$ cat src/rtl/core/mfd_pkg.sv
`timescale 1ns / 1ps
// ----------------------------------------------------------------------------
// mfd_pkg
// Shared constants and types for the mesh frame deframer core and its checker.
// ----------------------------------------------------------------------------
package mfd_pkg;

   localparam int unsigned MAX_FRAME_LEN = 16;

   localparam logic [7:0] HEAD0      = 8'hF1;
   localparam logic [7:0] HEAD1      = 8'hDD;
   localparam logic [7:0] ADDR_BYTES = 8'd4;

   // record preamble bytes
   localparam logic [7:0] REC_TYPE   = 8'd1;
   localparam logic [7:0] REC_ID_LEN = 8'd2;

   // result queue sizing
   localparam int unsigned QDEPTH = 4;
   localparam int unsigned QPTR_W = $clog2(QDEPTH);
   localparam int unsigned QCNT_W = $clog2(QDEPTH + 1);

   typedef logic [7:0] byte_type;
   typedef logic [6:0] left_type;

   typedef enum logic [7:0] {
      PH_HUNT0 = 8'b0000_0001,
      PH_HUNT1 = 8'b0000_0010,
      PH_LEN   = 8'b0000_0100,
      PH_SRC0  = 8'b0000_1000,
      PH_SRC1  = 8'b0001_0000,
      PH_DST0  = 8'b0010_0000,
      PH_DST1  = 8'b0100_0000,
      PH_PAY   = 8'b1000_0000
   } phase_type;

   typedef struct packed {
      byte_type data;
      logic     eor;
   } entry_type;

endpackage

$ cat src/rtl/core/mesh_frame_deframer_core.sv
`timescale 1ns / 1ps
// ----------------------------------------------------------------------------
// mesh_frame_deframer_core
// Hunts for the F1 DD header in a received byte stream and turns each frame
// into a record: type, id length, message length, sender id, payload.
// Results are written into the registered result queue and offered from its head.
// Throughput: one request per cycle while req_stall is low; a valid length byte queues three results.
// req_stall rises while the four-entry result queue lacks room for a request.
// Reset (synchronous): phase returns to hunting, the queue empties at once.
// ----------------------------------------------------------------------------
module mesh_frame_deframer_core (
   input  logic             clock,
   input  logic             reset,
   input  logic             req_valid,
   output logic             req_stall,
   input  mfd_pkg::byte_type req_rx_byte,
   output logic             rsp_valid,
   input  logic             rsp_stall,
   output mfd_pkg::byte_type rsp_out_byte,
   output logic             rsp_end_of_record
);
   import mfd_pkg::*;

   phase_type           phase_ff, phase_in;
   left_type            left_ff, left_in;
   entry_type           queue_ff [QDEPTH];
   logic [QPTR_W-1:0]   head_ff, head_in;
   logic [QPTR_W-1:0]   tail_ff, tail_in;
   logic [QCNT_W-1:0]   count_ff, count_in;

   logic                req_take;
   logic                rsp_take;
   logic [1:0]          push_cnt;
   entry_type           push_ent [3];
   left_type            left_dec;
   logic                len_ok;
   phase_type           hunt_ph;

   // room check: a length byte may need three slots, others at most one
   assign req_stall = (count_ff > QCNT_W'(QDEPTH - 1)) ||
                      ((phase_ff == PH_LEN) && (count_ff > QCNT_W'(QDEPTH - 3)));
   assign req_take  = req_valid && !req_stall;
   assign rsp_take  = rsp_valid && !rsp_stall;

   // frame decode
   assign hunt_ph  = (req_rx_byte == HEAD0) ? PH_HUNT1 : PH_HUNT0;
   assign len_ok   = (req_rx_byte >= ADDR_BYTES) &&
                     (req_rx_byte <= 8'(MAX_FRAME_LEN));
   assign left_dec = left_ff - 7'd1;

   always_comb begin
      phase_in    = phase_ff;
      left_in     = left_ff;
      push_cnt    = 2'd0;
      push_ent[0] = '{data: req_rx_byte, eor: 1'b0};
      push_ent[1] = '{data: REC_ID_LEN, eor: 1'b0};
      push_ent[2] = '{data: '0, eor: 1'b0};
      unique case (phase_ff)
         PH_HUNT0: phase_in = hunt_ph;
         PH_HUNT1: begin
            phase_in = (req_rx_byte == HEAD1) ? PH_LEN : hunt_ph;
         end
         PH_LEN: begin
            if (len_ok) begin
               left_in     = 7'(req_rx_byte - ADDR_BYTES);
               push_cnt    = 2'd3;
               push_ent[0] = '{data: REC_TYPE, eor: 1'b0};
               push_ent[1] = '{data: REC_ID_LEN, eor: 1'b0};
               push_ent[2] = '{data: 8'(7'(req_rx_byte - ADDR_BYTES)), eor: 1'b0};
               phase_in    = PH_SRC0;
            end else begin
               phase_in = hunt_ph;
            end
         end
         PH_SRC0: begin
            push_cnt = 2'd1;
            phase_in = PH_SRC1;
         end
         PH_SRC1: begin
            push_cnt    = 2'd1;
            push_ent[0] = '{data: req_rx_byte, eor: (left_ff == '0)};
            phase_in    = PH_DST0;
         end
         PH_DST0: phase_in = PH_DST1;
         PH_DST1: phase_in = (left_ff == '0) ? PH_HUNT0 : PH_PAY;
         PH_PAY: begin
            if (left_ff == '0) begin
               phase_in = hunt_ph;
            end else begin
               left_in     = left_dec;
               push_cnt    = 2'd1;
               push_ent[0] = '{data: req_rx_byte, eor: (left_dec == '0)};
               if (left_dec == '0) begin
                  phase_in = PH_HUNT0;
               end
            end
         end
         default: phase_in = PH_HUNT0;
      endcase
      if (!req_take) begin
         phase_in = phase_ff;
         left_in  = left_ff;
         push_cnt = 2'd0;
      end
   end

   // queue pointers
   assign tail_in  = tail_ff + QPTR_W'(push_cnt);
   assign head_in  = head_ff + QPTR_W'(rsp_take);
   assign count_in = count_ff + QCNT_W'(push_cnt) - QCNT_W'(rsp_take);

   always_ff @(posedge clock) begin
      if (reset) begin
         phase_ff <= PH_HUNT0;
         left_ff  <= '0;
         head_ff  <= '0;
         tail_ff  <= '0;
         count_ff <= '0;
      end else begin
         phase_ff <= phase_in;
         left_ff  <= left_in;
         head_ff  <= head_in;
         tail_ff  <= tail_in;
         count_ff <= count_in;
      end
   end

   // queue storage, up to three writes per cycle at the tail
   always_ff @(posedge clock) begin
      for (int i = 0; i < 3; i++) begin
         if (2'(i) < push_cnt) begin
            queue_ff[tail_ff + QPTR_W'(i)] <= push_ent[i];
         end
      end
   end

   // result port
   assign rsp_valid         = (count_ff != '0);
   assign rsp_out_byte      = queue_ff[head_ff].data;
   assign rsp_end_of_record = queue_ff[head_ff].eor;

endmodule

$ cat config.mk
export PLATFORM = sky130hd
export DESIGN_NAME = mesh_frame_deframer_core
export DESIGN_NICKNAME = d
export VERILOG_FILES = /design/src/rtl/core/mfd_pkg.sv /design/src/rtl/core/mesh_frame_deframer_core.sv
export SDC_FILE = /design/constraint.sdc
export NUM_CORES = 1
export LEC_CHECK = 0
export ABC_CLOCK_PERIOD_IN_PS = 9970
export BUFFER_PORTS_ARGS = -buffer_cell sky130_fd_sc_hd__clkbuf_2
export CAP_MARGIN = 25
export CELL_PAD_IN_SITES_DETAIL_PLACEMENT = 0
export CELL_PAD_IN_SITES_GLOBAL_PLACEMENT = 2
export CORE_MARGIN = 5
export CORE_UTILIZATION = 42
export CTS_CLUSTER_SIZE = 40
export DETAILED_ROUTE_END_ITERATION = 10
export PLACE_DENSITY = 0.85
export RECOVER_POWER = 25
export SLEW_MARGIN = 25
export SYNTH_ARGS = -nofsm -noshare
export SYNTH_HDL_FRONTEND = slang
export SYNTH_SLANG_ARGS = --single-unit
$ cat constraint.sdc
create_clock -name clock -period 9.97 [get_ports clock]
set_clock_uncertainty 0.15 [all_clocks]
set_input_delay 0.4985 -clock clock [delete_from_list [all_inputs] [get_ports clock]]
set_output_delay 0.4985 -clock clock [all_outputs]
set_load 0.01 [all_outputs]
==> impl_results.md <==
* Status: completed
* Layout filler cell count at 846
* Leading cell type in the layout, fill and taps excluded: nor2_1
* Worst Path Arrival at 4.18 ns
* H-tree depth at 3
* Max Freq at 243.9 MHz
* Logic pwr share at 0.187
* Vias per cell at 5.914
* Worst path max stage delay at 0.77 ns
* Final ANT Viol Nets at 0
* Total CTS buffers at 9
* Post-Syn Instances at 400
* Worst-Margin Slew at 0.9329 ns
* Total negative slack at 0 ns
* Crit Reg-Reg Startpoint: left_ff[0]
* Tcrit/Tclk final at 0.4113
* Flop pwr share at 0.440
* DRC viols at 0
* Routed length per placed instance at 18.28 um
* CTS Root Cell: clkbuf_8
* Crit Path Class: register to register
* Predominant post-synthesis flop cell: dfxtp_1
* CP Capture Type: register
* Die Y at 104.5 um
* Port Buffers at 22
* Switching Share at 0.2916
* Iter 0 DRT Violations at 159
* Leak pwr at 1.326 nW
* Maxcap violations at 0
* Drt first pass iters at 5
* Die area at 10920 um^2
* Layout cell share with drive strength beyond 1 at 0.1398
* Top Ports at 23
* Initial core utilization at 0.4300
* Internal power at 0.4392 mW
* Total power at 0.6200 mW
* Power share of the clock group at 0.373
* Final HPWL DP at 6920 um
* Critical path peak fanout at 9
* Nets at 434
* Cell area after synthesis at 3750 um^2
* Final WL at 9559 um
* Final Hold Vio Count at 0
* Core footprint at 8721 um^2
* Max Root-Sink Buffers at 2
* Post-CTS Hold Fix Bufs at 0
* TritonCTS clock tree: built
* Worst-path clk slew at 0.08 ns
* Syn-to-layout area delta at 8.508%
* VDD IR max at 0.05873 mV
* Psw at 0.1808 mW
* Postcts setup bufs at 0
* Distinct cells, synth at 69
* Hold_sp: queue_ff[1][8]
* # setup viols final at 0
* Antenna violations before repair at 0
* Global-route wire length before repair at 15830 um
* Crit path launch type: register
* Die width at 104.5 um
* Mean post-synth cell area at 9.375 um^2
* Post-synth ARST share at 0
* Post-route minimum period at 4.101 ns
* Crit-path most repeated cell: ha_1
* Max-slew headroom at 0.3699
* Warnings, synthesis at 0
* Largest net degree at the start of global routing at 35
* Setup ws final at 5.869 ns
* Gpl congestion at 0.8158
* Final Instance Area at 4069 um^2
* EDFF count, synth at 28
* Vias in the first global route at 2945
* Clk sink count at 58
* Total track usage at 0.1781
* RSZ-0062 raised after global routing: false
* HP Class: register to register
* Max Transition Viols Final at 0
* DP Area at 3906 um^2
* Antenna cells at 0
* Worst skew pair latency at 0.35 ns
* Dpl ws at 5.888 ns
* Worst Setup SP: left_ff[0]
* Remaining Overflow, GRT at 0
* Commonest non-fill, non-tap cells in the layout: 34 x nor2_1, 30 x dfxtp_1, 28 x edfxtp_1, 27 x nand2_1, 21 x o21ai_0
* Sequential area share after synthesis at 0.3844
* DR vias at 3093
* Worst hold slack at 0.3082 ns
* Placement Rows at 34
* Critical path cell sequence: inv_1, ha_1, or3b_1, or2_2, a41oi_1, a21oi_4, inv_2, ha_1, inv_1, ha_1, fa_1, xor2_1, xnor2_1, nor2_1
* Critical Path RT at 10.05 ns
* Synthesis-stage register bit count at 58
* CP max stage cell: a41oi_1
* Syn nets at 424
* Post-CTS resize count at 0
* P per Cell Area at 152.4 nW/um^2
## metrics by stage
stage / cells / utilization
2_1_floorplan: 400 / -
3_3_place_gp: 507 / 0.4479
3_5_place_dp: 507 / 0.4479
4_1_cts: 523 / 0.4713
5_1_grt: 523 / 0.4666
6_report: 523 / 0.4666
## sequential cells by signal (all words and copies together) (netlist names)
register / flops
queue_ff: 36
phase_ff: 8
left_ff: 7
count_ff: 3
head_ff: 2
tail_ff: 2
## final timing paths
check	endpoint	cells past startpoint	slack (ns)
worst max-delay path	count_ff[2]	14	5.87
worst min-delay path	queue_ff[1][8]	2	0.31
worst max register to register	count_ff[2]	14	5.87
worst min register to register	queue_ff[1][8]	2	0.31
## layer usage
layer,GRT usage,vias to the layer above,wire length [um]
li1,-,1516,-
met4,0.05273,0,115
met2,0.2819,75,4485
met5,0,-,0
met3,0.02669,11,381
met1,0.2509,1491,4576
## final cells by class
type	instances	area, um^2	area share
clock buffer	12	155.1	0.03813
clock inverter	4	48.80	0.01199
inverter	17	63.81	0.01568
multi-input combinational	299	2107	0.5178
sequential	58	1441	0.3542
tap	108	135.1	0.03321
timing repair buffer	25	117.6	0.02891
## synthesized netlist by cell type, drive strengths merged, types with 4 or more instances
library cell  instances  area [um^2]
nor2                 34        127.6
dfxtp                30        600.6
edfxtp               28        840.8
nand2                27        101.4
o21ai                25        132.6
a21oi                22        128.9
clkbuf               19        71.32
inv                  16        60.06
nand3                15        75.07
nor2b                15        93.84
nor4                 14        138.9
ha                   11        137.6
nor3                 11        55.05
mux4                  9        202.7
a31oi                 8        50.05
buf                   7        43.79
o22ai                 7        50.05
xnor2                 7        61.31
or3                   6        47.54
nand2b                5        31.28
nor3b                 5        37.54
o211ai                5        37.54
or2                   5        31.28
and2                  4        25.02
nor4b                 4        35.03
o21a                  4        30.03
o2bb2ai               4        35.03
or3b                  4        35.04
## cells by family after synthesis
group | count (synthesis) | share of synthesized area
compound gates | 99 | 0.1829
flops | 58 | 0.3844
mux | 12 | 0.06206
xor+xnor | 10 | 0.02336
fa+ha+maj | 13 | 0.04471
buf+inv | 43 | 0.04771
simple gates | 165 | 0.2549
## power groups by stage
| stage | clock (mW) | sequential, mW | combinational (mW) |
|---|---|---|---|
| 6_report | 0.231 | 0.273 | 0.116 |
| 5_1_grt | 0.244 | 0.276 | 0.127 |
| 4_1_cts | 0.236 | 0.274 | 0.120 |
| 3_5_place_dp | 0 | 0.279 | 0.119 |
| 3_3_place_gp | 0 | 0.280 | 0.119 |
| 2_1_floorplan | 0 | 0.265 | 0.0976 |
## worst max-delay path: cells and delay by family (launching register included)
kind,cells,cell delay (ns)
compound gates,2,0.98
fa+ha+maj,4,0.96
simple gates,3,0.90
flops,1,0.36
buf+inv,3,0.33
xor+xnor,2,0.31
No activity file was read; power rests on OpenSTA's default activity.
